$ cat config.mk
export PLATFORM = sky130hd
export DESIGN_NAME = tfn_cell
export DESIGN_NICKNAME = d
export VERILOG_FILES = /design/src/hw/rtl/tfn_pkg.sv /design/src/hw/rtl/tfn_cell.sv
export SDC_FILE = /design/constraint.sdc
export NUM_CORES = 2
export LEC_CHECK = 0
export BUFFER_PORTS_ARGS = -buffer_cell sky130_fd_sc_hd__clkbuf_2
export CORE_AREA = 2 2 601 603
export CTS_BUF_LIST = sky130_fd_sc_hd__clkbuf_4 sky130_fd_sc_hd__clkbuf_8
export CTS_CLUSTER_DIAMETER = 200
export CTS_CLUSTER_SIZE = 40
export DETAILED_ROUTE_END_ITERATION = 8
export DIE_AREA = 0 0 603 605
export MAX_ROUTING_LAYER = met4
export SYNTH_ARGS = -nofsm -noshare
export SYNTH_HDL_FRONTEND = slang
export SYNTH_SLANG_ARGS = --single-unit
$ cat constraint.sdc
create_clock -name clk -period 10.1 [get_ports clk]
set_input_delay 1.01 -clock clk [delete_from_list [all_inputs] [get_ports clk]]
set_output_delay 1.01 -clock clk [all_outputs]
set_load 0.05 [all_outputs]
$ cat src/hw/rtl/tfn_pkg.sv
// ----------------------------------------------------------------------------
// tfn_pkg
// Shared widths and types for the triangle face normal core.
// ----------------------------------------------------------------------------
`timescale 1ns / 1ps
`default_nettype none
package tfn_pkg;
  localparam int COORD_WIDTH      = 16;
  localparam int NORMAL_FRAC_BITS = 14;
  localparam int OUT_W  = 16;
  localparam int EW     = COORD_WIDTH + 1;          // edge
  localparam int PW     = 2 * EW;                   // edge product
  localparam int CW     = PW + 1;                   // signed cross
  localparam int MW     = PW;                       // cross magnitude
  localparam int SW     = 2 * MW;                   // square
  localparam int LW     = SW + 2;                   // squared length
  localparam int F      = NORMAL_FRAC_BITS;
  localparam int QW     = F + 1;                    // quotient bits
  localparam int RW     = LW + 3 * F + 3;           // scaled residual
  localparam int YW     = LW + 2 * F + 1;           // scaled q * len2
  localparam int NCELLS = QW;

  typedef struct packed {
    logic [RW-1:0] r;
    logic [YW-1:0] y;
    logic [QW-1:0] q;
    logic          neg;
  } tfn_lane_t;

  typedef struct packed {
    tfn_lane_t [2:0] lane;
    logic [LW-1:0]   len2;
    logic            degen;
  } tfn_item_t;
endpackage
`default_nettype wire

$ cat src/hw/rtl/tfn_cell.sv
// ----------------------------------------------------------------------------
// tfn_cell
// One quotient bit for all three lanes: trial subtract, then rescale.
// ----------------------------------------------------------------------------
`timescale 1ns / 1ps
`default_nettype none
module tfn_cell (
  input  wire logic                clk,
  input  wire logic                rst,
  input  wire logic                en,
  input  wire logic                in_valid,
  input  wire tfn_pkg::tfn_item_t  in_item,
  output logic                     out_valid,
  output tfn_pkg::tfn_item_t       out_item
);
  localparam int RW = tfn_pkg::RW;
  localparam int YW = tfn_pkg::YW;
  localparam int QW = tfn_pkg::QW;
  localparam int F  = tfn_pkg::F;

  tfn_pkg::tfn_item_t nxt;
  logic [RW-1:0] d [3];
  logic [2:0] take;

  always_comb begin
    nxt = in_item;
    for (int i = 0; i < 3; i++) begin
      d[i] = (RW'(in_item.lane[i].y) << (F + 1)) + (RW'(in_item.len2) << (2 * F));
      take[i] = d[i] <= in_item.lane[i].r;
      nxt.lane[i].r = (take[i] ? in_item.lane[i].r - d[i] : in_item.lane[i].r) << 2;
      nxt.lane[i].y = (take[i] ? in_item.lane[i].y + (YW'(in_item.len2) << F)
                               : in_item.lane[i].y) << 1;
      nxt.lane[i].q = {in_item.lane[i].q[QW-2:0], take[i]};
    end
  end

  always_ff @(posedge clk) begin
    if (rst) begin
      out_valid <= 1'b0;
    end else if (en) begin
      out_valid <= in_valid;
    end
  end

  always_ff @(posedge clk) begin
    if (en) begin
      out_item <= nxt;
    end
  end
endmodule
`default_nettype wire

======== Yosys cells after proc, flatten, opt, wreduce, memory -nomap -nowiden ========
Cells that the tools add are included.
Widths: inputs -> output; s select.
cells by class
  $lt $le $gt $ge ......................... 3
  reduce and logical (&&, ||, !) cells .... 0
  multiplexer cells ....................... 6
  $add $sub $neg .......................... 9
  $mul .................................... 0
  div/mod/pow operators ................... 0
  bitwise operators ....................... 0
  shifts and indexed selects .............. 0
  eq/ne operators ......................... 0
operators by type and width
  cell               count
  $add 114x98->115   3
  $le 115x115->1     3
  $mux 113           3
  $sub 113x113->113  3
  $add 98x84->98     3
  $mux 98            3
storage, ports and cells
  input bits .............................. 765
  output and inout port bits .............. 762
  RAM bits ................................ 0
  latch bits .............................. 0
  logic and storage cells ................. 33
  memories kept ........................... 0
  memory bits (read-only) ................. 0
  register bits ........................... 753

======== Longest topological paths before layout ========
  depth after elaboration ................. 3
  gate-level depth with buffers ........... 31
  mapped depth without buffers ............ 28

======== Worst setup path after synthesis ========
No wires, ideal clock.
  kind .................................... input to register
  start ................................... input in_item[1] (netlist name)
  end ..................................... register out_item[227] (netlist name), data pin
  cell stages on the path ................. 29
  required time ........................... 9.833 ns
  setup slack ............................. 3.110 ns
  data arrival time ....................... 6.723 ns
  path buffers ............................ 5
  cells stage by stage .................... ha_1 -> fa_1 -> a211oi_1 -> o21ai_1 -> a41o_1 -> a31oi_2 -> nor3_1 -> o311a_1 -> or3_1 -> a31oi_2 -> nor4b_1 -> o22a_1 -> buf_2 -> nand4_1 -> xnor2_1 -> ha_1 -> clkbuf_1 -> and3_1 -> nand2_1 -> nor2_1 -> nand2_1 -> nor4b_1 -> o31ai_1 -> o31ai_1 -> o21a_1 -> clkbuf_1 -> buf_1 -> buf_1 -> a21oi_1
RTL lines
  what                  RTL line        RTL
  from (decl)           tfn_cell.sv:12  input wire tfn_pkg::tfn_item_t in_item,
  to (signal assigned)  tfn_cell.sv:47  out_item <= nxt;
  to (decl)             tfn_cell.sv:14  output tfn_pkg::tfn_item_t out_item

==> impl_metrics.toml <==
[status]
status = "finished with violations"
violations = "max-capacitance violations"

[yosys]
synth-edff-count = 752
synthArstFlopShare_pct = 0
synthTopCellsByArea = "edfxtp_1, ha_1, a21oi_1, o21ai_0, xnor2_1"
synth-seq-cells = 753
yosysSeqAreaShare_pct = 28.3
synth_top_area_share_pct = 28.3
synth_top_cell_by_area = "edfxtp_1"
syn_area_per_cell_um2 = 8.26
syn-cell-area_mm2 = 0.0798
ys.flop_type = "edfxtp_1"
synth.distinct_cells = 103
syn-instance-count = 9660
ys.warnings.count = 0

[sta]
skew_ns = 0
period_minus_slack_ns = 8.42
slew_headroom_pct = 0.634
tightestPinTransition_ns = 1.47
slew_violations = 0
hold_violations = 0
clock.fmax_ghz = 0.119
finalCritPeriodShare_pct = 83.4
finalSetupViolCount = 0
rsz0062_at_grt = "no"
setup_tns_ns = 0

[clock_tree]
cts_tree = "yes"
path_clk_slew_ns = 0.25
cts.sinks = 753
clockRootBuffer = "clkbuf_8"
cts_buffers = 34
cts_max_path_buffers = 3
htreeDepth = 2
cts_resized = 0
worstSkewPairLatency_ns = 0.97

[global_routing]
grt_pass1_wl_mm = 617
grt_pass1_vias = 74100
antenna_found_initial = 167
grt_max_degree = 152
track_usage_pct = 24.9
grt.overflow.total = 0

[power_and_ir_drop]
p_leak_nw = 42.5
peakVddDrop_mv = 0.122
power_density_mw_per_mm2 = 174

[detailed_routing]
drt_wl_total_mm = 465
first_pass_iters = 7
drt_iter0_drc = 7956
vias = 80100
drc_errors = 0
ant_nets = 0
avgRoutedWirePerCell_um = 29.3
vias_per_cell = 5.06

[min_path]
hold_class = "input pin to flop"
hp-start = "in_item[313]"
hold_path_depth = 1

[final_layout]
final_layout_size_suffix_gt1_share_pct = 17.2
finalNetCount = 12700
final_cell_mix = "clkbuf_2, a21oi_1, ha_1"
syn_to_final_growth_pct = 18.2
final_common_cell = "clkbuf_2"
stdcell_count = 15800
fill_cells = 39400

[worst_setup_path]
slowest_stage = "o21ai_0"
cp-start-kind = "input pin"
critPathKind = "input pin to flop"
path_max_fanout = 29
startpoint = "in_item[4]"
cp-end-kind = "flop"
arrival_ns = 9.18
slowest_delay_ns = 0.50
cp.required_ns = 10.85
reg2reg_depth = 2
r2r_start = "out_valid$_SDFFE_PP0P_"

[place]
dp_hpwl_mm = 403
port_buffers = 1514
dp.cells = 15700
place.gp.congestion = 1.00

[job]
cap_violations = 1

[die]
placementRows = 220
io_pins = 1527
die_y_um = 605
die_w_um = 603
core_mm2 = 0.358
start_util_pct = 22.3
die_area_mm2 = 0.365
[report_power, final]
part | internal (W) | total [W] | leakage (nW) | switching (W)
Clock | 0.000461 | 0.00185 | 0.467 | 0.00139
Combinational | 0.00278 | 0.00998 | 34.7 | 0.00720
Sequential | 0.00423 | 0.00455 | 7.36 | 0.000318
[per-layer routing]
layer	up-vias	share of wire (%)	global-route usage, %
met5	-	0	-
met3	542	7.8	6.41
li1	37400	-	-
met1	38800	41	29.7
met2	3396	46	39.0
met4	0	5.2	12.1
[cell usage after synthesis (44+ instances only)]
cell	count
nor2_1	555
a211oi_1	75
nor2b_1	93
nand4_1	259
o21ai_0	836
xor2_1	340
edfxtp_1	752
a21oi_1	1049
and2_1	44
a31oi_1	67
and3_1	81
o21bai_1	169
nor3_1	124
nand2b_1	69
ha_1	1005
o21a_1	90
buf_2	78
a21o_1	537
nand3_1	137
clkbuf_1	364
inv_1	759
nand2_1	996
xnor2_1	462
or3_1	46
[final timing paths]
path,endpoint,slack [ns]
worst max-delay path,out_item[689]$_DFFE_PP_,1.68
worst min-delay path,out_item[314]$_DFFE_PP_,0.17
worst max register to register,out_valid$_SDFFE_PP0P_,9.49
worst min register to register,out_valid$_SDFFE_PP0P_,0.53
[metrics by stage]
stage                     utilization, %  instance area (um^2)  hold WS (ns)  worst slack [ns]  total power, W
after floorplan                        -                 79800         0.733              3.11          0.0109
after global placement              26.0                 92900         0.481             0.797          0.0145
after detailed placement            26.0                 92900         0.489             0.651          0.0145
after CTS                           26.2                 94000       0.00998              1.75          0.0164
after global routing                26.3                 94200        0.0483              1.16          0.0172
final                               26.3                 94300         0.167              1.68          0.0164
[timing repair]
item                                   4_1_cts  5_1_grt
hold buffers                                 1        0
buffers inserted                             0        0
setup endpoints to repair                    0        0
endpoints found under the hold margin        1        0
[critical path, delay by kind of cell]
kind,cells,cell delay [ns]
buffers and inverters,5,1.29
and+or+nand+nor,7,1.65
adders and majority gates,2,0.88
AOI/OAI and AO/OA,15,4.10
xor gates and xnor gates,1,0.13
[sequential cells by signal, indices dropped and copies added, names as in the netlist]
signal	flops
out_item	752
out_valid	1
[kinds of logic after synthesis]
family	count (synthesis)	share of synthesized area [%]
other	1	0.00470
AOI/OAI and AO/OA	3272	25.5
DFF	753	28.3
xor gates and xnor gates	802	8.81
and+or+nand+nor	2557	15.0
buffers and inverters	1238	6.03
muxes	23	0.318
adders and majority gates	1014	16.0
[area by class of cell]
class / instances / area, um^2 / area share, %
tap: 4773 / 5970 / 6.33
inverter: 760 / 2850 / 3.03
timing repair buffer: 1690 / 9120 / 9.68
clock buffer: 39 / 524 / 0.556
sequential: 753 / 22600 / 24.0
antenna: 135 / 338 / 0.358
multi-input combinational: 7677 / 52400 / 55.6
clock inverter: 19 / 489 / 0.519
Note: power is estimated with default switching activity, not from simulation.
